## src/rtl/bpcm_pkg.sv

```systemverilog
// Package for the battery pack cell monitor.
// Holds field widths, command and register codes, controller states and the
// command, status and report structs shared by the RTL files.
package bpcm_pkg;

   // Default sizes of the scan.
   localparam int MAX_MODULES_DEFAULT      = 16;
   localparam int CELLS_PER_MODULE_DEFAULT = 12;

   // Field and register widths.
   localparam int SAMPLE_W  = 17;
   localparam int CELL_W    = 16;
   localparam int MSUM_W    = 20;
   localparam int PSUM_W    = 24;
   localparam int TEMP_W    = 16;
   localparam int TLIM_W    = 12;
   localparam int PS_W      = 5;
   localparam int NS_W      = 8;
   localparam int CSR_W     = 16;
   localparam int CSR_IDX_W = 3;
   localparam int COUNT_W   = 5;
   localparam int SOC_W     = 7;
   localparam int FLAG_W    = 4;

   // Shared divider sizes.
   localparam int DIV_N_W = 32;
   localparam int DIV_D_W = 24;

   // Item commands.
   localparam logic [1:0] CMD_CELL   = 2'd0;
   localparam logic [1:0] CMD_TEMP   = 2'd1;
   localparam logic [1:0] CMD_MODULE = 2'd2;
   localparam logic [1:0] CMD_SCAN   = 2'd3;

   // Report kinds.
   localparam logic KIND_MODULE = 1'b0;
   localparam logic KIND_PACK   = 1'b1;

   // Register indexes.
   localparam logic [CSR_IDX_W-1:0] CSR_OVER_VOLTAGE  = 3'd0;
   localparam logic [CSR_IDX_W-1:0] CSR_UNDER_VOLTAGE = 3'd1;
   localparam logic [CSR_IDX_W-1:0] CSR_OVER_TEMP     = 3'd2;
   localparam logic [CSR_IDX_W-1:0] CSR_UNDER_TEMP    = 3'd3;
   localparam logic [CSR_IDX_W-1:0] CSR_PARALLEL      = 3'd4;
   localparam logic [CSR_IDX_W-1:0] CSR_SOC_LOW       = 3'd5;
   localparam logic [CSR_IDX_W-1:0] CSR_SOC_HIGH      = 3'd6;
   localparam logic [CSR_IDX_W-1:0] CSR_SERIES        = 3'd7;

   // Register reset values.
   localparam logic [CELL_W-1:0]        RST_OVER_VOLTAGE  = 16'd4200;
   localparam logic [CELL_W-1:0]        RST_UNDER_VOLTAGE = 16'd3000;
   localparam logic signed [TLIM_W-1:0] RST_OVER_TEMP     = 12'sd550;
   localparam logic signed [TLIM_W-1:0] RST_UNDER_TEMP    = 12'sd0;
   localparam logic [PS_W-1:0]          RST_PARALLEL      = 5'd1;
   localparam logic [CELL_W-1:0]        RST_SOC_LOW       = 16'd3200;
   localparam logic [CELL_W-1:0]        RST_SOC_HIGH      = 16'd4100;
   localparam logic [NS_W-1:0]          RST_SERIES        = 8'd96;

   // Flag bit positions.
   localparam int FLAG_OV = 0;
   localparam int FLAG_UV = 1;
   localparam int FLAG_OT = 2;
   localparam int FLAG_UT = 3;

   // Arithmetic constants.
   localparam logic [CELL_W-1:0] CELL_FLOOR_MV = 16'd100;
   localparam logic [SOC_W-1:0]  PCT_SCALE     = 7'd100;

   typedef enum logic [3:0] {
      ST_IDLE,
      ST_EXEC,
      ST_PV_WAIT,
      ST_MUL1,
      ST_MUL2,
      ST_SUB,
      ST_SOC_CHK,
      ST_SOC_WAIT,
      ST_PACK_OUT
   } state_type;

   // Commands from the controller to the datapath.
   typedef struct packed {
      logic load_item;
      logic exec_cell;
      logic exec_temp;
      logic module_close;
      logic module_drop;
      logic pv_start;
      logic pv_take;
      logic mul1;
      logic mul2;
      logic sub;
      logic soc_start;
      logic soc_take;
      logic soc_zero;
      logic pack_close;
   } ctrl_cmd_type;

   // Status from the datapath to the controller.
   typedef struct packed {
      logic [1:0] cmd;
      logic       pack_full;
      logic       out_free;
      logic       div_busy;
      logic       soc_go;
   } ctrl_sts_type;

   // One report beat.
   typedef struct packed {
      logic                report_kind;
      logic [PSUM_W-1:0]   voltage_mv;
      logic [CELL_W-1:0]   low_cell_mv;
      logic [CELL_W-1:0]   high_cell_mv;
      logic                over_voltage;
      logic                under_voltage;
      logic                over_temp;
      logic                under_temp;
      logic [COUNT_W-1:0]  module_count;
      logic [SOC_W-1:0]    soc_percent;
      logic [PSUM_W-1:0]   lowest_pack_mv;
      logic [PSUM_W-1:0]   highest_pack_mv;
   } rsp_data_type;

endpackage

```

## src/rtl/bpcm_ctrl.sv

```systemverilog
// Controller of the pack monitor: takes one item at a time and sequences its
// accumulation or the pack report steps. Depends on bpcm_pkg.
module bpcm_ctrl import bpcm_pkg::*; (
   input  logic         clock,
   input  logic         reset,
   input  logic         req_valid,
   output logic         req_ready,
   output ctrl_cmd_type cmd,
   input  ctrl_sts_type sts
);
   state_type state_ff, state_in;

   always_ff @(posedge clock) begin
      if (reset) begin
         state_ff <= ST_IDLE;
      end else begin
         state_ff <= state_in;
      end
   end

   // Next state and datapath commands.
   always_comb begin
      state_in  = state_ff;
      cmd       = '0;
      req_ready = 1'b0;
      unique case (state_ff)
         ST_IDLE: begin
            req_ready = 1'b1;
            if (req_valid) begin
               cmd.load_item = 1'b1;
               state_in      = ST_EXEC;
            end
         end
         ST_EXEC: begin
            unique case (sts.cmd)
               CMD_CELL: begin
                  cmd.exec_cell = 1'b1;
                  state_in      = ST_IDLE;
               end
               CMD_TEMP: begin
                  cmd.exec_temp = 1'b1;
                  state_in      = ST_IDLE;
               end
               CMD_MODULE: begin
                  if (sts.pack_full) begin
                     cmd.module_drop = 1'b1;
                     state_in        = ST_IDLE;
                  end else if (sts.out_free) begin
                     cmd.module_close = 1'b1;
                     state_in         = ST_IDLE;
                  end
               end
               default: begin
                  cmd.pv_start = 1'b1;
                  state_in     = ST_PV_WAIT;
               end
            endcase
         end
         ST_PV_WAIT: begin
            if (!sts.div_busy) begin
               cmd.pv_take = 1'b1;
               state_in    = ST_MUL1;
            end
         end
         ST_MUL1: begin
            cmd.mul1 = 1'b1;
            state_in = ST_MUL2;
         end
         ST_MUL2: begin
            cmd.mul2 = 1'b1;
            state_in = ST_SUB;
         end
         ST_SUB: begin
            cmd.sub  = 1'b1;
            state_in = ST_SOC_CHK;
         end
         ST_SOC_CHK: begin
            if (sts.soc_go) begin
               cmd.soc_start = 1'b1;
               state_in      = ST_SOC_WAIT;
            end else begin
               cmd.soc_zero = 1'b1;
               state_in     = ST_PACK_OUT;
            end
         end
         ST_SOC_WAIT: begin
            if (!sts.div_busy) begin
               cmd.soc_take = 1'b1;
               state_in     = ST_PACK_OUT;
            end
         end
         ST_PACK_OUT: begin
            if (sts.out_free) begin
               cmd.pack_close = 1'b1;
               state_in       = ST_IDLE;
            end
         end
         default: state_in = ST_IDLE;
      endcase
   end

endmodule
```

## config.mk

```make
export PLATFORM = sky130hd
export DESIGN_NAME = bpcm_ctrl
export DESIGN_NICKNAME = d
export VERILOG_FILES = /design/src/rtl/bpcm_pkg.sv /design/src/rtl/bpcm_ctrl.sv
export SDC_FILE = /design/constraint.sdc
export NUM_CORES = 1
export LEC_CHECK = 0
export BUFFER_PORTS_ARGS = -buffer_cell sky130_fd_sc_hd__buf_4
export CAP_MARGIN = 20
export CORE_AREA = 2 2 39 41
export DETAILED_ROUTE_END_ITERATION = 12
export DIE_AREA = 0 0 41 43
export PLACE_DENSITY = 0.65
export SETUP_SLACK_MARGIN = 0.02
export SKIP_LAST_GASP = 1
export SYNTH_ARGS = -nofsm -noshare
export SYNTH_HDL_FRONTEND = slang
export SYNTH_SLANG_ARGS = --single-unit
export TNS_END_PERCENT = 1
```

## constraint.sdc

```tcl
create_clock -name clock -period 1.3 [get_ports clock]
set_clock_uncertainty 0.15 [all_clocks]
set_input_delay 0 -clock clock [delete_from_list [all_inputs] [get_ports clock]]
set_output_delay 0 -clock clock [all_outputs]
set_load 0.005 [all_outputs]
```

After elaboration in Yosys (flattened, before gate mapping) --
Cells that the tools add are included.
Word-level totals: bits in registers 4, input bits 9, output and inout bits 15, logic and storage cells 49
Cells by class: equality and inequality tests 13, multiplexer cells 30, reduce and logical (&&, ||, !) cells 5
Operator list (count):
- $pmux 4 s9 | 1
- $mux 4 | 6
- $mux 1 | 20
- $eq 4x3->1 const B | 4
- $eq 4x2->1 const B | 2
- $pmux 4 s2 | 1
- $ne 2x2->1 const B | 3
- $mux 5 | 1
- $eq 4x1->1 const B | 1
- $eq 4x4->1 const B | 1
- $logic_not 4->1 | 1
- $reduce_and 3->1 | 1
- $reduce_or 3->1 | 1
- $eq 2x1->1 const B | 1
- $eq 2x2->1 const B | 1
- $logic_not 2->1 | 1
- $mux 2 | 1
- $reduce_or 2->1 | 1

Depth between registers and ports, before layout --
Gate-level depths: netlist (run 1).
word-level depth 4, depth in mapped cells 5, depth with buffers taken out 4

Worst setup path after synthesis (run 1) --
OpenSTA, ideal clock, no wires.
path type flip-flop to flip-flop, start reg state_ff[3], end reg state_ff[0], library setup time 69 ps, arrival time 1129 ps, required time 1081 ps, path slack -48 ps, stages on the path, launching flop included 5, path buffers 0, period minus slack after synthesis 1348 ps, path through dfxtp_1 nor4b_4 nand3b_2 o31a_1 o21ai_1
On the way: longest elaborated chain between the ends 3, elaborated cells between the ends (all ways) 14, those cells by class eq/ne (11); mux (1); reduce/logical (2)
Ends and longest elaborated chain:
- from (decl) | line bpcm_ctrl.sv:11 | state_type state_ff, state_in;
- from (signal assigned) | line bpcm_ctrl.sv:17 | state_ff <= state_in;
- $eq 4x2->1 (tied with other cells) | line bpcm_ctrl.sv:26 | unique case (state_ff)
- $ne 2x2->1 (no source line)
- $reduce_and 3->1 (no source line)
Several ways; a longest one is shown, not always the timed one. A chain may end at the register's enable or synchronous reset.

==> qor.csv, run 1 <==
metric,value,unit
status,"finished, violations left",
failing checks,setup timing,
CP max FO,7,
Worst Setup EP,cmd[12],
final core occ,0.599,
"commonest cells after routing, fill and taps aside","buf_4 (39), nand2_1 (5), nor3_1 (5), nor2_1 (5), o21ai_0 (5)",
vias in the first global route,511,
CTS tree,built,
synthesized flop and latch total,4,
worst path cell trace,nor4b_4 > buf_4 > nor3b_2 > buf_4,
CORE AREA,1380,um2
"CTS clk-pin slew, worst paths",0.04,ns
Setup CP Type,flop to output pin,
Avg Synthesized Cell Area,7.06,um2
most used flip-flop cell after synthesis,dfxtp_1,
Worst path depth,4,
R2R depth,5,
worst path required time,1.15,ns
Avg Vias per Cell,5.01,
Final HPWL DP,1.04,mm
fin area,828,um2
Mapped Area,417,um2
input/output buffers,23,
DRT iter0 DRCs,8,
# fillers,128,
Syn Nets,68,
Min Hold Slack,0.0503,ns
final period utilization,1.19,
Max Cap Viol,0,
area growth from synthesis to layout,98.8,%
"most common cell after layout, fill and taps aside",buf_4,
R2R Setup Slk,-0.22,ns
Max Fclk,0.649,GHz
RePlAce Congestion,0.787,
All-Layer GR Usage,0.162,
Pwr per Cell Area,542,nW/um2
die area,1760,um2
R2R Path Start,state_ff[1],
Post-Route WL,1.35,mm
total iterations of the first detailed-routing run,4,
CTS buffer count,3,
# DRC,0,
Vias,596,
first-pass GRT wire length,2.01,mm
min cycle time layout,1.54,ns
final setup fails,17,
RSZ-0062 raised after global routing,true,
Antenna Cells,0,
type of the tightest min-delay check,primary input to flop,
"Remaining Overflow, GRT",0,
Row Count,14,
Synth cell types,27,
WL/cell,11.4,um
CP startpoint,state_ff[1],
Clock Tree Buf Depth,2,
Initial Util,0.301,
final hold violations,0,
Yosys Warn Count,0,
IO Count,24,
"CP delay by family, top",simple AND/OR/NAND/NOR gates,
Setup WS post-layout,-0.241,ns
worst path bufs/invs,2,
Critical R2R Capture,state_ff[0],
Final Max Tran Viols,0,
Die Span Y,43,um
startpoint types,flop,
Critical-path top delay cell,dfxtp_4,
Top reg by flops,state_ff,
nets,114,
die width,41,um
share of layout cells above drive strength 1,0.544,
Synth Instances,59,
CTS root buf,clkbuf_4,
Setup crit end kind,output pin,
CP peak stage delay,0.36,ns
CTS Sinks,4,
Post-synth EDFFs,0,
Clock Latency Late Sink,0.23,ns
share of synthesized flip-flops with an asynchronous set or reset,0,
CP arrival,1.39,ns
sequential share of the synthesized area,0.192,
initial antenna violation count,0,
DP Worst Slack,-0.0945,ns
dpl cell area,704,um2
Leak,0.379,nW
max FFs per register,4,
Slew headroom,0.749,
Largest regs,state_ff: 4 flops,
worst-margin pin slew,0.371,ns
maximum VDD drop,344,uV
crit-path most repeated cell,buf_4,
CTS H-tree lvls,1,
largest net degree at the start of global routing,10,
post-route ant nets,0,
-- worst reg2reg max path, cell delays in order, from the launching register on --
cell      delay (ns)
dfxtp_4         0.36
nor4b_4         0.34
nand3b_4        0.13
buf_4           0.15
o31a_1          0.22
o21ai_1         0.10
-- routing by layer --
| metal | part of all wire | up-vias | GRT usage |
|---|---|---|---|
| li1 | - | 309 | - |
| met1 | 0.45 | 272 | 0.183 |
| met2 | 0.50 | 15 | 0.281 |
| met3 | 0.042 | 0 | 0.0628 |
| met4 | 0 | 0 | 0.0200 |
| met5 | 0 | - | 0 |
-- worst min-delay path by stage --
stage / to / startpoint / slack [ns] / cells after the start
global route: state_ff[0] / sts[0] / 0.06 / 4
detailed placement: state_ff[2] / reset / 0.04 / 2
finish: state_ff[0] / sts[0] / 0.05 / 4
CTS: state_ff[0] / sts[5] / 0.04 / 4
floorplan: cmd[11] / sts[5] / -0.12 / 1
global placement: state_ff[2] / reset / 0.04 / 2
-- timing repair --
item,in CTS,in global routing
endpoints found under the setup margin,19,19
hold endpoints to repair,4,0
resized for setup,4,8
pin swaps,1,3
buffers inserted,0,2
hold buffers,4,0
-- synth_stat cells, types with 2 or more instances --
cell type,n,area share
nor3b_1,2,0.036
nand2_1,5,0.045
dfxtp_1,4,0.19
inv_1,4,0.036
nor3_1,5,0.060
buf_2,3,0.036
nor4_1,4,0.060
nor2_1,6,0.054
o21ai_0,5,0.060
o211ai_1,2,0.036
a211oi_1,2,0.036
and3_1,2,0.030
-- metrics by stage --
stage          total power, mW  cells  setup TNS (ns)
3_3_place_gp             0.273    110          -0.277
6_report                 0.449    119           -2.41
2_1_floorplan            0.192     59         -0.0213
5_1_grt                  0.478    119           -3.58
3_5_place_dp             0.274    110          -0.386
4_1_cts                  0.446    117           -2.56
-- power breakdown --
part / switching [mW] / internal (mW) / total [mW]
Combinational: 0.0663 / 0.0979 / 0.164
Clock: 0.0495 / 0.103 / 0.153
Sequential: 0.00584 / 0.127 / 0.132
Total: 0.122 / 0.328 / 0.449
-- layout make-up --
cell class                 count  area, um2  share of cell area
clock buffer                   3       22.5              0.0272
timing repair buffer          45        355               0.429
multi-input combinational     47        328               0.396
inverter                       4       15.0              0.0181
tap                           16       20.0              0.0242
sequential                     4       87.6               0.106
-- cells by family (layout without fill, tap and decap cells) --
logic type,count (synthesis),in the layout,synth area share
and+or+nand+nor,31,31,0.447
AOI/OAI and AO/OA,16,16,0.261
buffers and inverters,8,52,0.0991
DFF,4,4,0.192
(Power assumes the default switching activity.)
==> inputs of run 2 (changes only) <==
--- a/config.mk
+++ b/config.mk
@@ -8,6 +8,7 @@
 export BUFFER_PORTS_ARGS = -buffer_cell sky130_fd_sc_hd__buf_4
 export CAP_MARGIN = 20
 export CORE_AREA = 2 2 39 41
+export CTS_BUF_LIST = sky130_fd_sc_hd__clkbuf_8 sky130_fd_sc_hd__clkbuf_16
 export DETAILED_ROUTE_END_ITERATION = 12
 export DIE_AREA = 0 0 41 43
 export PLACE_DENSITY = 0.65
==> run 2 against run 1 <==
The run still ends with setup timing left. Final cell count shrank 1.7%. Critical path type unchanged. Clock-buffer cell count did not move. Critical path depth unchanged. Combinational power is 4% lower.
==> qor.csv, run 2 (synthesized netlist as in run 1, its figures left out) <==
metric,value,unit
Setup crit end kind,output pin,
worst path required time,1.15,ns
min cycle time layout,1.54,ns
nets,112,
Post-CTS Setup Bufs,0,
Max Fclk,0.649,GHz
maximum VDD drop,465,uV
Row Count,14,
Final HPWL DP,1.04,mm
CP max FO,7,
CTS root buf,clkbuf_8,
Post-Route WL,1.36,mm
Min Hold Slack,0.0127,ns
Clock Latency Late Sink,0.21,ns
die area,1760,um2
CTS Sinks,4,
max FFs per register,4,
"CP delay by family, top",simple AND/OR/NAND/NOR gates,
die width,41,um
IO Count,24,
Setup WS post-layout,-0.240,ns
Non-Filler Instances,117,
Pwr per Cell Area,663,nW/um2
# DRC,0,
Antenna Cells,0,
worst path cell trace,nor4b_4 > buf_4 > and3_4 > buf_4,
fin area,822,um2
area growth from synthesis to layout,97.3,%
final setup fails,17,
first-pass GRT wire length,2.12,mm
Largest regs,state_ff: 4 flops,
WL/cell,11.6,um
Slew headroom,0.748,
CTS buffer count,3,
initial antenna violation count,0,
CP arrival,1.39,ns
final period utilization,1.18,
CORE AREA,1380,um2
dpl cell area,704,um2
RSZ-0062 raised after global routing,true,
final hold violations,0,
worst path bufs/invs,2,
input/output buffers,23,
All-Layer GR Usage,0.171,
Clock Tree Buf Depth,2,
"most common cell after layout, fill and taps aside",buf_4,
"commonest cells after routing, fill and taps aside","buf_4 (39), nor2_1 (6), nand2_1 (5), nor3_1 (5), o21ai_0 (5)",
failing checks,setup timing,
Vias,589,
Top reg by flops,state_ff,
CTS H-tree lvls,1,
setup TNS,-2.15,ns
DRT iter0 DRCs,8,
startpoint types,flop,
"CTS clk-pin slew, worst paths",0.03,ns
Leak,0.375,nW
post-route ant nets,0,
Setup CP Type,flop to output pin,
total iterations of the first detailed-routing run,4,
Total Power,0.545,mW
Cells after DPL,110,
RePlAce Congestion,0.787,
"Remaining Overflow, GRT",0,
vias in the first global route,529,
Max Cap Viol,0,
CTS tree,built,
Die Span Y,43,um
final core occ,0.594,
Initial Util,0.301,
Critical-path top delay cell,dfxtp_4,
share of layout cells above drive strength 1,0.525,
DP Worst Slack,-0.0945,ns
CP peak stage delay,0.36,ns
Avg Vias per Cell,5.03,
largest net degree at the start of global routing,10,
status,"finished, violations left",
type of the tightest min-delay check,primary input to flop,
crit-path most repeated cell,buf_4,
worst-margin pin slew,0.372,ns
Final Max Tran Viols,0,
==> run 2: cell count changes in the layout (fill, tap and decap cells not counted) <==
| cell | delta |
|---|---|
| buf_6 | -2 |
| clkbuf_8 | +3 |
| clkbuf_4 | -3 |
| nor2_2 | -1 |
| nor2_1 | +1 |
==> run 2: worst reg2reg max path: cells and delay by family, from the launching register on <==
kind / cells / cell delay, ns
simple gates: 2 / 0.48
flops: 1 / 0.36
compound gates: 2 / 0.35
==> run 2: path summary, 6_finish.rpt <==
path | startpoint | cells after the start | slack [ns] | end
worst min register to register | state_ff[3] | 2 | 0.48 | state_ff[2]
worst max register to register | state_ff[1] | 4 | -0.10 | state_ff[0]
worst max-delay path | state_ff[1] | 4 | -0.24 | cmd[8]
worst min-delay path | sts[1] | 3 | 0.01 | state_ff[3]
==> run 2: area by class of cell <==
type,instances,area [um2]
timing repair buffer,43,333
multi-input combinational,47,325
tap,16,20.0
inverter,4,15.0
clock buffer,3,41.3
fill,134,562
sequential,4,87.6
==> run 2: repair_timing <==
action | in CTS | in global routing
hold endpoints to repair | 4 | 0
hold buffers | 4 | 0
resized for setup | 4 | 5
setup endpoints to repair | 19 | 19
pin swaps | 1 | 2
==> run 2: power breakdown <==
group          internal [mW]  total (mW)  switching [mW]
clock                  0.197       0.255          0.0580
combinational         0.0930       0.158          0.0652
sequential             0.127       0.132         0.00521
total                  0.417       0.545           0.128
==> run 2: metal layers <==
metal,vias to the layer above,share of wire,track usage
li1,309,-,-
met1,263,0.44,0.192
met2,17,0.51,0.297
met3,0,0.049,0.0628
met4,0,0,0.0200
met5,-,0,0
==> inputs of run 3 (changes only) <==
--- a/config.mk
+++ b/config.mk
@@ -11,7 +11,7 @@
 export CTS_BUF_LIST = sky130_fd_sc_hd__clkbuf_8 sky130_fd_sc_hd__clkbuf_16
 export DETAILED_ROUTE_END_ITERATION = 12
 export DIE_AREA = 0 0 41 43
-export PLACE_DENSITY = 0.65
+export PLACE_DENSITY = 0.62
 export SETUP_SLACK_MARGIN = 0.02
 export SKIP_LAST_GASP = 1
 export SYNTH_ARGS = -nofsm -noshare
==> constraint.sdc (replaced) <==
create_clock -name clock -period 1.5 [get_ports clock]
set_clock_uncertainty 0.15 [all_clocks]
set_input_delay 0 -clock clock [delete_from_list [all_inputs] [get_ports clock]]
set_output_delay 0 -clock clock [all_outputs]
set_load 0.005 [all_outputs]
==> run 3 against run 2 <==
The flow still finishes with violations (setup timing). Via count is 3.9% lower. Flip-flop and latch count stayed put. Die area stayed put. First-iteration DRC count is 140% higher. Global-route usage is 2.4 points lower. Routed wire length is 11% lower. Critical path depth stayed put. Register-to-register slack better by 0.19 ns. Core utilization is 6.0 points lower. Critical endpoint unchanged. Largest cell class is now multi-input gates.
==> qor.csv, run 3 (synthesized netlist as in run 1, its figures left out) <==
metric,value,unit
status,"finished, violations left",
failing checks,setup timing,
final period utilization,1.01,
R2R Setup Slk,0.09,ns
Setup WS post-layout,-0.0182,ns
crit-path most repeated cell,buf_4,
Initial Util,0.301,
Slew headroom,0.781,
Largest regs,state_ff: 4 flops,
IO Count,24,
Post-Route WL,1.21,mm
Non-Filler Instances,108,
die area,1760,um2
WL/cell,11.2,um
area growth from synthesis to layout,77.5,%
nets,103,
CTS Sinks,4,
dpl cell area,636,um2
final setup fails,1,
input/output buffers,23,
fin area,739,um2
post-route ant nets,0,
share of layout cells above drive strength 1,0.446,
CP peak stage delay,0.37,ns
Max Fclk,0.659,GHz
"CTS clk-pin slew, worst paths",0.03,ns
Vias,566,
Final HPWL DP,889,um
Cells after DPL,101,
Min Hold Slack,0.0537,ns
area of the multi-input gates,312,um2
maximum VDD drop,473,uV
Leak,0.323,nW
min cycle time layout,1.52,ns
RePlAce Congestion,0.809,
die width,41,um
Clock Latency Late Sink,0.22,ns
CTS root buf,clkbuf_8,
max FFs per register,4,
CTS tree,built,
worst path required time,1.35,ns
Die Span Y,43,um
Setup CP Type,flop to output pin,
initial antenna violation count,0,
Antenna Cells,0,
Clock Tree Buf Depth,2,
"Remaining Overflow, GRT",0,
Critical-path top delay cell,dfxtp_4,
worst-margin pin slew,0.323,ns
CP max FO,11,
Top reg by flops,state_ff,
Row Count,14,
CTS H-tree lvls,1,
vias in the first global route,445,
DP Worst Slack,0.0326,ns
CP arrival,1.37,ns
Setup crit end kind,output pin,
DRT iter0 DRCs,19,
worst path cell trace,nor4b_4 > buf_4 > and3_1 > buf_4,
largest net degree at the start of global routing,13,
first-pass GRT wire length,1.76,mm
CTS buffer count,3,
type of the tightest min-delay check,primary input to flop,
# fillers,133,
All-Layer GR Usage,0.146,
worst path bufs/invs,2,
# DRC,0,
Pwr per Cell Area,615,nW/um2
final hold violations,0,
RSZ-0062 raised after global routing,true,
CORE AREA,1380,um2
"commonest cells after routing, fill and taps aside","buf_4 (30), nor2_1 (6), nand2_1 (5), nor3_1 (5), o21ai_0 (5)",
Final Max Tran Viols,0,
total iterations of the first detailed-routing run,4,
"CP delay by family, top",simple AND/OR/NAND/NOR gates,
startpoint types,flop,
"most common cell after layout, fill and taps aside",buf_4,
setup TNS,-0.0182,ns
final core occ,0.534,
Post-CTS Setup Bufs,0,
Avg Vias per Cell,5.24,
Total Power,0.455,mW
Max Cap Viol,0,
FF/Latch Area,86.3,um2
## run 3: routing by layer
metal,wire length (um),up-vias,part of all wire,GRT usage
li1,-,288,-,-
met1,523,253,0.43,0.179
met2,591,25,0.49,0.216
met3,94,0,0.078,0.0785
met4,0,0,0,0.0400
met5,0,-,0,0
## run 3: power by group
group          total (mW)  switching, mW  internal (mW)
Clock               0.224         0.0530          0.171
Sequential          0.118        0.00812          0.110
Combinational       0.113         0.0463         0.0668
## run 3: path summary, 6_finish.rpt
| kind | start | endpoint | depth (start not counted) |
|---|---|---|---|
| hold reg to reg | state_ff[2] | state_ff[2] | 2 |
| hold / removal | req_valid | state_ff[1] | 4 |
| setup reg to reg | state_ff[1] | state_ff[0] | 4 |
| setup / recovery | state_ff[1] | cmd[8] | 4 |
## run 3: repair_timing
item                       CTS  global route
setup endpoints to repair    7             8
gates resized for setup      4             3
hold buffers                 4             0
pin swaps                    1             1
hold endpoints to repair     4             0
## run 3: final cells by class
class	count	area share
clock buffers	3	0.0558
repair buffers	34	0.359
inverters	4	0.0203
flip-flops and latches	4	0.117
multi-input cells	47	0.421
well taps	16	0.0271
## run 3: worst min-delay path, cell delays in order
cell	delay (ns)
buf_4	0.09
nor4_1	0.04
nor3_1	0.12
o21a_1	0.13
