==> src/rtl/bpcm_pkg.sv <==
// Package for the battery pack cell monitor.
// Holds field widths, command and register codes, controller states and the
// command, status and report structs shared by the RTL files.
package bpcm_pkg;

   // Default sizes of the scan.
   localparam int MAX_MODULES_DEFAULT      = 16;
   localparam int CELLS_PER_MODULE_DEFAULT = 12;

   // Field and register widths.
   localparam int SAMPLE_W  = 17;
   localparam int CELL_W    = 16;
   localparam int MSUM_W    = 20;
   localparam int PSUM_W    = 24;
   localparam int TEMP_W    = 16;
   localparam int TLIM_W    = 12;
   localparam int PS_W      = 5;
   localparam int NS_W      = 8;
   localparam int CSR_W     = 16;
   localparam int CSR_IDX_W = 3;
   localparam int COUNT_W   = 5;
   localparam int SOC_W     = 7;
   localparam int FLAG_W    = 4;

   // Shared divider sizes.
   localparam int DIV_N_W = 32;
   localparam int DIV_D_W = 24;

   // Item commands.
   localparam logic [1:0] CMD_CELL   = 2'd0;
   localparam logic [1:0] CMD_TEMP   = 2'd1;
   localparam logic [1:0] CMD_MODULE = 2'd2;
   localparam logic [1:0] CMD_SCAN   = 2'd3;

   // Report kinds.
   localparam logic KIND_MODULE = 1'b0;
   localparam logic KIND_PACK   = 1'b1;

   // Register indexes.
   localparam logic [CSR_IDX_W-1:0] CSR_OVER_VOLTAGE  = 3'd0;
   localparam logic [CSR_IDX_W-1:0] CSR_UNDER_VOLTAGE = 3'd1;
   localparam logic [CSR_IDX_W-1:0] CSR_OVER_TEMP     = 3'd2;
   localparam logic [CSR_IDX_W-1:0] CSR_UNDER_TEMP    = 3'd3;
   localparam logic [CSR_IDX_W-1:0] CSR_PARALLEL      = 3'd4;
   localparam logic [CSR_IDX_W-1:0] CSR_SOC_LOW       = 3'd5;
   localparam logic [CSR_IDX_W-1:0] CSR_SOC_HIGH      = 3'd6;
   localparam logic [CSR_IDX_W-1:0] CSR_SERIES        = 3'd7;

   // Register reset values.
   localparam logic [CELL_W-1:0]        RST_OVER_VOLTAGE  = 16'd4200;
   localparam logic [CELL_W-1:0]        RST_UNDER_VOLTAGE = 16'd3000;
   localparam logic signed [TLIM_W-1:0] RST_OVER_TEMP     = 12'sd550;
   localparam logic signed [TLIM_W-1:0] RST_UNDER_TEMP    = 12'sd0;
   localparam logic [PS_W-1:0]          RST_PARALLEL      = 5'd1;
   localparam logic [CELL_W-1:0]        RST_SOC_LOW       = 16'd3200;
   localparam logic [CELL_W-1:0]        RST_SOC_HIGH      = 16'd4100;
   localparam logic [NS_W-1:0]          RST_SERIES        = 8'd96;

   // Flag bit positions.
   localparam int FLAG_OV = 0;
   localparam int FLAG_UV = 1;
   localparam int FLAG_OT = 2;
   localparam int FLAG_UT = 3;

   // Arithmetic constants.
   localparam logic [CELL_W-1:0] CELL_FLOOR_MV = 16'd100;
   localparam logic [SOC_W-1:0]  PCT_SCALE     = 7'd100;

   typedef enum logic [3:0] {
      ST_IDLE,
      ST_EXEC,
      ST_PV_WAIT,
      ST_MUL1,
      ST_MUL2,
      ST_SUB,
      ST_SOC_CHK,
      ST_SOC_WAIT,
      ST_PACK_OUT
   } state_type;

   // Commands from the controller to the datapath.
   typedef struct packed {
      logic load_item;
      logic exec_cell;
      logic exec_temp;
      logic module_close;
      logic module_drop;
      logic pv_start;
      logic pv_take;
      logic mul1;
      logic mul2;
      logic sub;
      logic soc_start;
      logic soc_take;
      logic soc_zero;
      logic pack_close;
   } ctrl_cmd_type;

   // Status from the datapath to the controller.
   typedef struct packed {
      logic [1:0] cmd;
      logic       pack_full;
      logic       out_free;
      logic       div_busy;
      logic       soc_go;
   } ctrl_sts_type;

   // One report beat.
   typedef struct packed {
      logic                report_kind;
      logic [PSUM_W-1:0]   voltage_mv;
      logic [CELL_W-1:0]   low_cell_mv;
      logic [CELL_W-1:0]   high_cell_mv;
      logic                over_voltage;
      logic                under_voltage;
      logic                over_temp;
      logic                under_temp;
      logic [COUNT_W-1:0]  module_count;
      logic [SOC_W-1:0]    soc_percent;
      logic [PSUM_W-1:0]   lowest_pack_mv;
      logic [PSUM_W-1:0]   highest_pack_mv;
   } rsp_data_type;

endpackage

==> src/rtl/bpcm_div.sv <==
// Restoring divider of the pack monitor, one quotient bit per cycle.
// Depends on bpcm_pkg for the dividend and divisor widths.
module bpcm_div import bpcm_pkg::*; (
   input  logic               clock,
   input  logic               reset,
   input  logic               start,
   input  logic [DIV_N_W-1:0] dividend,
   input  logic [DIV_D_W-1:0] divisor,
   output logic               busy,
   output logic [DIV_N_W-1:0] quotient
);
   localparam int CNT_W = $clog2(DIV_N_W + 1);

   logic               busy_ff, busy_in;
   logic [CNT_W-1:0]   cnt_ff, cnt_in;
   logic [DIV_N_W-1:0] quo_ff, quo_in;
   logic [DIV_D_W-1:0] rem_ff, rem_in;
   logic [DIV_D_W-1:0] dsr_ff, dsr_in;
   logic [DIV_D_W:0]   rem_shift;
   logic               take;

   // The partial remainder stays below the divisor, so one extra bit holds the shift.
   assign rem_shift = {rem_ff, quo_ff[DIV_N_W-1]};
   assign take      = rem_shift >= {1'b0, dsr_ff};

   // One shift and subtract step per cycle while busy.
   always_comb begin
      busy_in = busy_ff;
      cnt_in  = cnt_ff;
      quo_in  = quo_ff;
      rem_in  = rem_ff;
      dsr_in  = dsr_ff;
      if (start) begin
         busy_in = 1'b1;
         cnt_in  = CNT_W'(DIV_N_W);
         quo_in  = dividend;
         rem_in  = '0;
         dsr_in  = divisor;
      end else if (busy_ff) begin
         quo_in  = {quo_ff[DIV_N_W-2:0], take};
         rem_in  = take ? DIV_D_W'(rem_shift - {1'b0, dsr_ff}) : rem_shift[DIV_D_W-1:0];
         cnt_in  = cnt_ff - CNT_W'(1);
         busy_in = cnt_ff != CNT_W'(1);
      end
   end

   always_ff @(posedge clock) begin
      if (reset) begin
         busy_ff <= 1'b0;
         cnt_ff  <= '0;
      end else begin
         busy_ff <= busy_in;
         cnt_ff  <= cnt_in;
      end
      quo_ff <= quo_in;
      rem_ff <= rem_in;
      dsr_ff <= dsr_in;
   end

   assign busy     = busy_ff;
   assign quotient = quo_ff;

endmodule

==> src/rtl/bpcm_dp.sv <==
// Datapath of the pack monitor: item register, settings, module and pack
// accumulators, charge arithmetic, the shared divider and the report register.
// Depends on bpcm_pkg and bpcm_div.
module bpcm_dp import bpcm_pkg::*; #(
   parameter int MAX_MODULES      = MAX_MODULES_DEFAULT,
   parameter int CELLS_PER_MODULE = CELLS_PER_MODULE_DEFAULT
) (
   input  logic                       clock,
   input  logic                       reset,
   input  ctrl_cmd_type               cmd,
   output ctrl_sts_type               sts,
   input  logic [1:0]                 req_cmd,
   input  logic signed [SAMPLE_W-1:0] req_sample,
   input  logic                       csr_we,
   input  logic [CSR_IDX_W-1:0]       csr_index,
   input  logic [CSR_W-1:0]           csr_wdata,
   output logic                       rsp_valid,
   input  logic                       rsp_ready,
   output rsp_data_type               rsp_data
);
   localparam int MS_W = $clog2(MAX_MODULES + 1);
   localparam int CC_W = $clog2(CELLS_PER_MODULE + 1);

   typedef struct packed {
      logic [CELL_W-1:0]        ov;
      logic [CELL_W-1:0]        uv;
      logic signed [TLIM_W-1:0] ot;
      logic signed [TLIM_W-1:0] ut;
      logic [PS_W-1:0]          ps;
      logic [CELL_W-1:0]        soclo;
      logic [CELL_W-1:0]        sochi;
      logic [NS_W-1:0]          ns;
   } cfg_type;

   typedef struct packed {
      logic [MSUM_W-1:0]        sum;
      logic [CELL_W-1:0]        low;
      logic [CELL_W-1:0]        high;
      logic signed [TEMP_W-1:0] temp_hi;
      logic signed [TEMP_W-1:0] temp_lo;
      logic [FLAG_W-1:0]        flags;
      logic [CC_W-1:0]          cells;
   } mod_type;

   typedef struct packed {
      logic [PSUM_W-1:0] sum;
      logic [CELL_W-1:0] low;
      logic [CELL_W-1:0] high;
      logic [FLAG_W-1:0] flags;
      logic [MS_W-1:0]   seen;
      logic [PSUM_W-1:0] lowest;
      logic [PSUM_W-1:0] highest;
   } pack_type;

   localparam cfg_type CFG_RESET = '{
      ov: RST_OVER_VOLTAGE, uv: RST_UNDER_VOLTAGE, ot: RST_OVER_TEMP,
      ut: RST_UNDER_TEMP, ps: RST_PARALLEL, soclo: RST_SOC_LOW,
      sochi: RST_SOC_HIGH, ns: RST_SERIES
   };

   localparam mod_type MOD_CLEAR = '{
      sum: '0, low: '1, high: '0, temp_hi: {1'b1, {(TEMP_W-1){1'b0}}},
      temp_lo: {1'b0, {(TEMP_W-1){1'b1}}}, flags: '0, cells: '0
   };

   // The all-ones value marks that no nonzero cell was seen.
   function automatic logic [CELL_W-1:0] shown_low(input logic [CELL_W-1:0] v);
      return (v == '1) ? '0 : v;
   endfunction

   logic [1:0]                 cmd_ff;
   logic signed [SAMPLE_W-1:0] sample_ff;
   cfg_type                    cfg_ff, cfg_in;
   mod_type                    mod_ff, mod_in;
   pack_type                   pack_ff, pack_in;
   logic [PSUM_W-1:0]          pv_ff, pv_in;
   logic [30:0]                pv100_ff, pv100_in;
   logic [PSUM_W-1:0]          lons_ff, lons_in;
   logic [PSUM_W-1:0]          den_ff, den_in;
   logic [30:0]                lons100_ff, lons100_in;
   logic [DIV_N_W-1:0]         num_ff, num_in;
   logic                       soc_ok_ff, soc_ok_in;
   logic [SOC_W-1:0]           soc_ff, soc_in;
   logic                       rsp_valid_ff, rsp_valid_in;
   rsp_data_type               rsp_ff, rsp_in;

   logic [CELL_W-1:0]          cell_mv;
   logic [MSUM_W:0]            msum_wide;
   logic [MSUM_W-1:0]          msum_sat;
   logic signed [TEMP_W-1:0]   temp_sat;
   logic signed [TEMP_W-1:0]   ot_ext;
   logic signed [TEMP_W-1:0]   ut_ext;
   logic [FLAG_W-1:0]          close_flags;
   logic [PSUM_W:0]            psum_wide;
   logic [PS_W-1:0]            ps_eff;
   logic [PSUM_W-1:0]          new_lowest;
   logic [PSUM_W-1:0]          new_highest;
   logic [CELL_W-1:0]          soc_span;
   logic                       out_free;
   logic                       div_start;
   logic [DIV_N_W-1:0]         div_dividend;
   logic [DIV_D_W-1:0]         div_divisor;
   logic                       div_busy;
   logic [DIV_N_W-1:0]         div_quo;

   // Cell value saturated to the unsigned range and added with saturation.
   assign cell_mv   = sample_ff[SAMPLE_W-1] ? '0 : sample_ff[CELL_W-1:0];
   assign msum_wide = {1'b0, mod_ff.sum} + (MSUM_W+1)'(cell_mv);
   assign msum_sat  = msum_wide[MSUM_W] ? '1 : msum_wide[MSUM_W-1:0];

   // Temperature saturated to sixteen signed bits.
   always_comb begin
      case (sample_ff[SAMPLE_W-1:SAMPLE_W-2])
         2'b01:   temp_sat = {1'b0, {(TEMP_W-1){1'b1}}};
         2'b10:   temp_sat = {1'b1, {(TEMP_W-1){1'b0}}};
         default: temp_sat = sample_ff[TEMP_W-1:0];
      endcase
   end

   // Module temperature checks and the pack sum at module close.
   assign ot_ext = {{(TEMP_W-TLIM_W){cfg_ff.ot[TLIM_W-1]}}, cfg_ff.ot};
   assign ut_ext = {{(TEMP_W-TLIM_W){cfg_ff.ut[TLIM_W-1]}}, cfg_ff.ut};
   always_comb begin
      close_flags          = mod_ff.flags;
      close_flags[FLAG_OT] = mod_ff.flags[FLAG_OT] | (mod_ff.temp_hi > ot_ext);
      close_flags[FLAG_UT] = mod_ff.flags[FLAG_UT] | (mod_ff.temp_lo < ut_ext);
   end
   assign psum_wide = {1'b0, pack_ff.sum} + (PSUM_W+1)'(mod_ff.sum);

   // Lifetime pack extremes as they stand after this scan.
   assign new_highest = (pv_ff > pack_ff.highest) ? pv_ff : pack_ff.highest;
   assign new_lowest  = (pv_ff != '0 && pv_ff < pack_ff.lowest) ? pv_ff : pack_ff.lowest;

   assign ps_eff   = (cfg_ff.ps == '0) ? PS_W'(1) : cfg_ff.ps;
   assign soc_span = cfg_ff.sochi - cfg_ff.soclo;
   assign out_free = !rsp_valid_ff || rsp_ready;

   // Settings written from the register port.
   always_comb begin
      cfg_in = cfg_ff;
      if (csr_we) begin
         unique case (csr_index)
            CSR_OVER_VOLTAGE:  cfg_in.ov    = csr_wdata;
            CSR_UNDER_VOLTAGE: cfg_in.uv    = csr_wdata;
            CSR_OVER_TEMP:     cfg_in.ot    = csr_wdata[TLIM_W-1:0];
            CSR_UNDER_TEMP:    cfg_in.ut    = csr_wdata[TLIM_W-1:0];
            CSR_PARALLEL:      cfg_in.ps    = csr_wdata[PS_W-1:0];
            CSR_SOC_LOW:       cfg_in.soclo = csr_wdata;
            CSR_SOC_HIGH:      cfg_in.sochi = csr_wdata;
            CSR_SERIES:        cfg_in.ns    = csr_wdata[NS_W-1:0];
            default: ;
         endcase
      end
   end

   // Module and pack accumulators.
   always_comb begin
      mod_in  = mod_ff;
      pack_in = pack_ff;
      if (cmd.exec_cell && mod_ff.cells != CC_W'(CELLS_PER_MODULE)) begin
         mod_in.cells = mod_ff.cells + CC_W'(1);
         mod_in.sum   = msum_sat;
         if (cell_mv != '0 && cell_mv < mod_ff.low) begin
            mod_in.low = cell_mv;
         end
         if (cell_mv > mod_ff.high) begin
            mod_in.high = cell_mv;
         end
         if (cell_mv > CELL_FLOOR_MV) begin
            if (cell_mv > cfg_ff.ov) mod_in.flags[FLAG_OV] = 1'b1;
            if (cell_mv < cfg_ff.uv) mod_in.flags[FLAG_UV] = 1'b1;
         end
      end
      if (cmd.exec_temp) begin
         if (temp_sat > mod_ff.temp_hi) mod_in.temp_hi = temp_sat;
         if (temp_sat < mod_ff.temp_lo) mod_in.temp_lo = temp_sat;
      end
      if (cmd.module_close) begin
         pack_in.seen  = pack_ff.seen + MS_W'(1);
         pack_in.sum   = psum_wide[PSUM_W] ? '1 : psum_wide[PSUM_W-1:0];
         pack_in.flags = pack_ff.flags | close_flags;
         if (mod_ff.low < pack_ff.low) pack_in.low = mod_ff.low;
         if (mod_ff.high > pack_ff.high) pack_in.high = mod_ff.high;
      end
      if (cmd.pack_close) begin
         pack_in.sum     = '0;
         pack_in.low     = '1;
         pack_in.high    = '0;
         pack_in.flags   = '0;
         pack_in.seen    = '0;
         pack_in.lowest  = new_lowest;
         pack_in.highest = new_highest;
      end
      if (cmd.module_close || cmd.module_drop || cmd.pack_close) begin
         mod_in = MOD_CLEAR;
      end
   end

   // State of charge: products, then difference, then the shared divider.
   always_comb begin
      pv_in      = pv_ff;
      pv100_in   = pv100_ff;
      lons_in    = lons_ff;
      den_in     = den_ff;
      lons100_in = lons100_ff;
      num_in     = num_ff;
      soc_ok_in  = soc_ok_ff;
      soc_in     = soc_ff;
      if (cmd.pv_take) begin
         pv_in = div_quo[PSUM_W-1:0];
      end
      if (cmd.mul1) begin
         pv100_in  = pv_ff * PCT_SCALE;
         lons_in   = cfg_ff.soclo * cfg_ff.ns;
         den_in    = soc_span * cfg_ff.ns;
         soc_ok_in = (cfg_ff.ns != '0) && (cfg_ff.sochi > cfg_ff.soclo);
      end
      if (cmd.mul2) begin
         lons100_in = lons_ff * PCT_SCALE;
      end
      if (cmd.sub) begin
         num_in = {1'b0, pv100_ff} - {1'b0, lons100_ff};
      end
      if (cmd.soc_take) begin
         soc_in = (div_quo > DIV_N_W'(PCT_SCALE)) ? PCT_SCALE : div_quo[SOC_W-1:0];
      end
      if (cmd.soc_zero) begin
         soc_in = '0;
      end
   end

   // The divider serves the pack voltage first and the charge figure second.
   assign div_start    = cmd.pv_start || cmd.soc_start;
   assign div_dividend = cmd.pv_start ? DIV_N_W'(pack_ff.sum) : num_ff;
   assign div_divisor  = cmd.pv_start ? DIV_D_W'(ps_eff) : den_ff;

   bpcm_div u_div (
      .clock    (clock),
      .reset    (reset),
      .start    (div_start),
      .dividend (div_dividend),
      .divisor  (div_divisor),
      .busy     (div_busy),
      .quotient (div_quo)
   );

   // Report register: a beat waits here while new items keep arriving.
   always_comb begin
      rsp_valid_in = rsp_valid_ff && !rsp_ready;
      rsp_in       = rsp_ff;
      if (cmd.module_close) begin
         rsp_valid_in = 1'b1;
         rsp_in       = '{
            report_kind: KIND_MODULE, voltage_mv: PSUM_W'(mod_ff.sum),
            low_cell_mv: shown_low(mod_ff.low), high_cell_mv: mod_ff.high,
            over_voltage: close_flags[FLAG_OV], under_voltage: close_flags[FLAG_UV],
            over_temp: close_flags[FLAG_OT], under_temp: close_flags[FLAG_UT],
            module_count: '0, soc_percent: '0, lowest_pack_mv: '0,
            highest_pack_mv: '0
         };
      end
      if (cmd.pack_close) begin
         rsp_valid_in = 1'b1;
         rsp_in       = '{
            report_kind: KIND_PACK, voltage_mv: pv_ff,
            low_cell_mv: shown_low(pack_ff.low), high_cell_mv: pack_ff.high,
            over_voltage: pack_ff.flags[FLAG_OV], under_voltage: pack_ff.flags[FLAG_UV],
            over_temp: pack_ff.flags[FLAG_OT], under_temp: pack_ff.flags[FLAG_UT],
            module_count: COUNT_W'(pack_ff.seen), soc_percent: soc_ff,
            lowest_pack_mv: new_lowest, highest_pack_mv: new_highest
         };
      end
   end

   // Registers.
   always_ff @(posedge clock) begin
      if (reset) begin
         cfg_ff       <= CFG_RESET;
         mod_ff       <= MOD_CLEAR;
         pack_ff      <= '{sum: '0, low: '1, high: '0, flags: '0, seen: '0,
                           lowest: '1, highest: '0};
         rsp_valid_ff <= 1'b0;
      end else begin
         cfg_ff       <= cfg_in;
         mod_ff       <= mod_in;
         pack_ff      <= pack_in;
         rsp_valid_ff <= rsp_valid_in;
      end
      if (cmd.load_item) begin
         cmd_ff    <= req_cmd;
         sample_ff <= req_sample;
      end
      pv_ff      <= pv_in;
      pv100_ff   <= pv100_in;
      lons_ff    <= lons_in;
      den_ff     <= den_in;
      lons100_ff <= lons100_in;
      num_ff     <= num_in;
      soc_ok_ff  <= soc_ok_in;
      soc_ff     <= soc_in;
      rsp_ff     <= rsp_in;
   end

   // Status toward the controller.
   assign sts.cmd       = cmd_ff;
   assign sts.pack_full = pack_ff.seen == MS_W'(MAX_MODULES);
   assign sts.out_free  = out_free;
   assign sts.div_busy  = div_busy;
   assign sts.soc_go    = soc_ok_ff && !num_ff[DIV_N_W-1] && (num_ff != '0);

   assign rsp_valid = rsp_valid_ff;
   assign rsp_data  = rsp_ff;

   // The counts never pass their limits.
   a_modules_bounded: assert property (@(posedge clock) disable iff (reset)
      pack_ff.seen <= MS_W'(MAX_MODULES))
      else $error("module count passed its limit");

   a_cells_bounded: assert property (@(posedge clock) disable iff (reset)
      mod_ff.cells <= CC_W'(CELLS_PER_MODULE))
      else $error("cell count passed its limit");

   // A report is written only into a free report register.
   a_report_slot: assert property (@(posedge clock) disable iff (reset)
      (cmd.module_close || cmd.pack_close) |-> out_free)
      else $error("report written over a waiting beat");

   // The divider is never restarted while it runs.
   a_div_idle: assert property (@(posedge clock) disable iff (reset)
      div_start |-> !div_busy)
      else $error("divider started while busy");

   // Lowest cell trackers only ever take nonzero values.
   a_low_nonzero: assert property (@(posedge clock) disable iff (reset)
      (mod_ff.low != '0) && (pack_ff.low != '0))
      else $error("lowest cell tracker holds zero");

endmodule

==> config.mk <==
export PLATFORM = sky130hd
export DESIGN_NAME = bpcm_dp
export DESIGN_NICKNAME = d
export VERILOG_FILES = /design/src/rtl/bpcm_pkg.sv /design/src/rtl/bpcm_div.sv /design/src/rtl/bpcm_dp.sv
export SDC_FILE = /design/constraint.sdc
export NUM_CORES = 2
export LEC_CHECK = 0
export BUFFER_PORTS_ARGS = -buffer_cell sky130_fd_sc_hd__buf_2
export CORE_MARGIN = 2
export CORE_UTILIZATION = 58
export CTS_CLUSTER_SIZE = 10
export DETAILED_ROUTE_END_ITERATION = 6
export PLACE_DENSITY = 0.75
export SLEW_MARGIN = 30
export SYNTH_ARGS = -nofsm -noshare
export SYNTH_HDL_FRONTEND = slang
export SYNTH_HIERARCHICAL = 1
export SYNTH_SLANG_ARGS = --single-unit
==> constraint.sdc <==
create_clock -name clock -period 7.23 [get_ports clock]
set_clock_uncertainty 0.15 [all_clocks]
set_input_delay 0.3615 -clock clock [delete_from_list [all_inputs] [get_ports clock]]
set_output_delay 0.3615 -clock clock [all_outputs]
set_load 0.01 [all_outputs]
Yosys cells after proc, flatten, opt, wreduce, memory -nomap -nowiden:

Index checks and enable logic that the tools add are counted.
Widths: inputs -> output; s select.

* register bits after elaboration: 702
* logic and storage cells: 160

* reduce and logical (&&, ||, !) cells: 41
* multiply operators: 4
* bitwise logic cells: 1
* $add $sub $neg: 8
* equal/unequal tests: 14
* multiplexer cells: 23
* magnitude comparators: 16

Operators with widths (count)
* $mux 120: 2
* $mux 24: 4
* $mux 32: 3
* $gt 16x16->1: 5
* $lt 16x16->1: 4
* $mul 24x5->29 const B: 2
* $mul 16x8->24: 2
* $mux 16: 3
* $eq 16x16->1 const B: 2
* $gt 32x7->1 const B: 1
* $pmux 16 s2: 1
* $reduce_bool 32->1: 1
* $sub 31x31->32: 1
* $reduce_and 2->1: 14
* $add 24x20->25: 1
* $ge 25x24->1: 1
* $gt 24x24->1: 1
* $lt 24x24->1: 1
* $reduce_bool 24->1: 1
* $sub 24x24->24: 1
* $add 20x16->21: 1
* $mux 20: 1
* $gt 16x12->1: 1
* $gt 16x7->1 const B: 1
* other kinds (28): 52

Logic depth before layout (Yosys ltp):

* word-level depth: 4
* gate-level depth with buffers: 29

Modules after synthesis:

The synthesis kept the hierarchy.

By module, submodules not included
* bpcm_dp: cells each 4703, times used 1, seq. area each 15274.6 sq um, area an instance 44283.7 sq um
* bpcm_div: cells each 457, times used 1, seq. area each 2302.2 sq um, area an instance 4873.4 sq um

Least setup slack after synthesis:

OpenSTA, ideal clock, no wires.

* path kind: register -> register
* start: register cfg_ff[25] (netlist name)
* end: register den_ff[23], data pin
* path slack: 0.717 ns
* library setup time: 0.260 ns
* stages on the path, launching flop included: 29
* data arrival time: 6.103 ns
* required time: 6.820 ns
* cell sequence: dfxtp_1 > clkbuf_1 > inv_1 > ha_1 > nor2b_1 > o21ai_0 > a21boi_0 > o21ai_0 > a21oi_1 > o21ai_0 > nand2b_1 > a211oi_1 > and2_1 > fa_1 > fa_1 > fa_1 > inv_1 > fa_1 > inv_1 > ha_1 > a21o_1 > a21oi_1 > nor2_1 > a21oi_1 > nand2_1 > a21oi_1 > o2111ai_1 > a21oi_1 > xnor2_1

* cells in the longest elaborated chain, start to end: 2

Ends and longest elaborated chain
* from (decl): RTL line bpcm_dp.sv:73 `cfg_type cfg_ff, cfg_in;`
* from (signal assigned): RTL line bpcm_dp.sv:284 `cfg_ff <= cfg_in;`
* $sub 16x16->16: RTL line bpcm_dp.sv:135 `assign soc_span = cfg_ff.sochi - cfg_ff.soclo;`
* $mul 16x8->24: RTL line bpcm_dp.sv:215 `den_in = soc_span * cfg_ff.ns;`
* to (signal assigned): RTL line bpcm_dp.sv:296 `den_ff <= den_in;`
* to (decl): RTL line bpcm_dp.sv:79 `logic [PSUM_W-1:0] den_ff, den_in;`

No other way between the ends.
A chain may end at the register's enable or synchronous reset.

Worst setup path in the final report:

* start: register cfg_ff[8] (netlist name)
* end: register den_ff[23], data pin

Same word-level chain as after synthesis.

==> qor.yml <==
pre_cts_ws_ns: 0.290
fin_crit_ns: 6.91
cts.clk_slew.worst_paths_ns: 0.06
cts.sinks: 700
place_inst: 6352
cp.arrival_ns: 7.12
fin_crit_sh: 0.955
drt_iter0_markers: 2554
cp_slowest_cell: "fa_1"
grt_max_degree: 80
die_h_um: 295
max_cap_viol_count: 0
syn-cell-area_sq_um: 49200
initial_core_util: 0.586
routed_wl_mm: 120
p_int_uw: 9580
grt.total_usage: 0.273
ios: 184
synth_top_flop_cell: "edfxtp_1"
setup_viol: 0
clockBufferDepth: 3
htreeDepth: 3
hold_violations: 0
synthArstFlopShare: 0
synth.avg_cell_area_sq_um: 9.53
via_count: 37200
antenna_found_initial: 1
synthToLayoutAreaGrowth_pct: 10.5
cts_tree: "yes"
irDropWorstVdd_mv: 0.200
layoutNonFillerInstCount: 6543
synth-edff-count: 356
fin_nets: 6179
fp.dieArea_sq_um: 87100
grt_pass1_wl_mm: 191
run_status: "complete, no violations"
syn_nets: 5996
p_seq_frac: 0.369
dpl.hpwl_mm: 87.8
drc: 0
pwr-share-clk: 0.265
fmax_mhz: 145
layout_common_cells: "inv_1, ha_1, nand2_1"
p_comb_frac: 0.367
cts_buffers: 82
synth.top_cell.area_share: 0.217
synth-seq-cells: 700
fillerInstances: 6841
place.gp.congestion: 0.910
relSlewSlack: 0.356
port_buffers: 183
grt_overflow_total: 0
required_ns: 7.45
wl_per_cell_um: 18.3
cpMostUsedCell: "fa_1"
num_rows: 106
via_per_inst: 5.68
drive_gt1_frac: 0.0906
final_common_cell: "inv_1"
finalSetupTns_ns: 0
cpPeakStageDelay_ns: 0.58
end_kind: "register"
clock_latency_ns: 0.66
synth_warnings: 6
synth_cells: 5160
first_pass_iters: 6
yosysTopAreaCell: "edfxtp_1"
hp-class: "primary input to register"
worst_slack_ns: 0.323
worst_pin_slew_ns: 0.965
core_sq_um: 83800
yosysUniqueCellTypes: 87
grt_pass1_vias: 36100
critPathKind: "register to register"
cts_root_buf: "clkbuf_16"
cp_max_fo: 5
synthTopCellsByArea: "edfxtp_1, ha_1, dfxtp_1, fa_1, inv_1"
p_per_area_nw_per_um2: 273
slew_violations: 0
swShare: 0.353
die_w_um: 295
startpoint_type: "register"
p_leak_uw: 0.0253
switchingPower_uw: 5240
ys_seq_area_frac: 0.358
antenna_left: 0
## path summary, 6_finish.rpt
| check | start | endpoint | slack (ns) | depth (start not counted) |
|---|---|---|---|---|
| worst min register to register | rsp_data[120] | rsp_data[120] | 0.29 | 1 |
| worst max-delay path | cfg_ff[8] | den_ff[23] | 0.32 | 28 |
| worst max register to register | cfg_ff[8] | den_ff[23] | 0.32 | 28 |
| worst min-delay path | reset | u_div/cnt_ff[5] | 0.05 | 2 |
## critical path, delay by kind of cell, from the launching register on
kind	cells	cell delay [ns]
xor gates and xnor gates	2	0.33
and+or+nand+nor	6	0.93
DFF	1	0.32
AOI/OAI and AO/OA	10	1.70
buffers and inverters	3	0.16
adders and majority gates	7	3.03
## layer usage
metal / part of all wire / vias to the layer above / track usage
met5: 0 / - / 0
met4: 0.026 / 0 / 0.0801
met1: 0.45 / 17800 / 0.375
li1: - / 18100 / -
met3: 0.060 / 189 / 0.0392
met2: 0.47 / 1103 / 0.449
## through the flow
step | instance area, sq um | hold WS, ns | power, uW | utilization
final | 54300 | 0.0491 | 14800 | 0.648
after detailed placement | 51300 | 0.290 | 10900 | 0.612
after global placement | 51300 | 0.288 | 10700 | 0.612
after global routing | 54300 | 0.0434 | 15800 | 0.648
after CTS | 54200 | 0.00646 | 14800 | 0.647
after floorplan | 49200 | 0.277 | 9410 | -
## logic make-up (layout without fill, tap and decap cells)
| group | count (synthesis) | in the layout | share of synthesized area |
|---|---|---|---|
| AO/OA/AOI/OAI | 1060 | 1060 | 0.138 |
| AND/OR/NAND/NOR | 1368 | 1368 | 0.133 |
| XOR/XNOR | 175 | 175 | 0.0312 |
| adder cells (fa/ha/maj) | 780 | 780 | 0.231 |
| other | 0 | 2 | 0 |
| buffers and inverters | 892 | 1139 | 0.0697 |
| flip-flops | 700 | 700 | 0.358 |
| multiplexers | 185 | 185 | 0.0397 |
## area by class of cell
type	instances	area, sq um	area share
clock inverters	9	165	0.00304
well taps	1134	1420	0.0261
multi-input cells	3568	28300	0.521
repair buffers	290	1850	0.0340
inverters	701	2630	0.0485
diodes	2	5.00	0.0000922
clock buffers	139	2350	0.0432
flip-flops and latches	700	17600	0.324
## power groups by stage
stage,Clock [uW],Sequential [uW],Combinational [uW]
6_report,3920,5460,5440
2_1_floorplan,0,5420,3990
5_1_grt,4130,5520,6110
4_1_cts,3970,5460,5410
3_5_place_dp,0,5530,5320
3_3_place_gp,0,5520,5190
## cells in the mapped netlist (63+ instances only)
library cell  number
inv_1            699
mux2i_1          105
and2_1           166
nor2_1           286
xnor2_1          117
nand3_1           64
nand4_1           63
ha_1             569
fa_1             211
o21ai_0          222
nand2_1          484
mux2_2            80
nor3_1            65
nor2b_1           96
clkbuf_1         155
edfxtp_1         356
a21oi_1          350
a21o_1           114
dfxtp_1          344
## timing repair
| item | 4_1_cts | 5_1_grt |
|---|---|---|
| gates resized for setup | 0 | 11 |
| endpoints found under the hold margin | 135 | 0 |
| setup endpoints to repair | 0 | 5 |
| setup buffers | 0 | 1 |
| hold buffers | 40 | 0 |
## flip-flops by register name, indices dropped and copies added, names as in the netlist, 7 cells and up
| register | flops |
|---|---|
| den_ff | 24 |
| soc_ff | 7 |
| num_ff | 30 |
| pack_ff | 113 |
| cfg_ff | 101 |
| lons_ff | 24 |
| sample_ff | 17 |
| mod_ff | 88 |
| rsp_data | 121 |
| pv100_ff | 29 |
| u_div/rem_ff | 24 |
| u_div/dsr_ff | 24 |
| lons100_ff | 29 |
| pv_ff | 24 |
| u_div/quotient | 32 |
(Power assumes the default switching activity.)
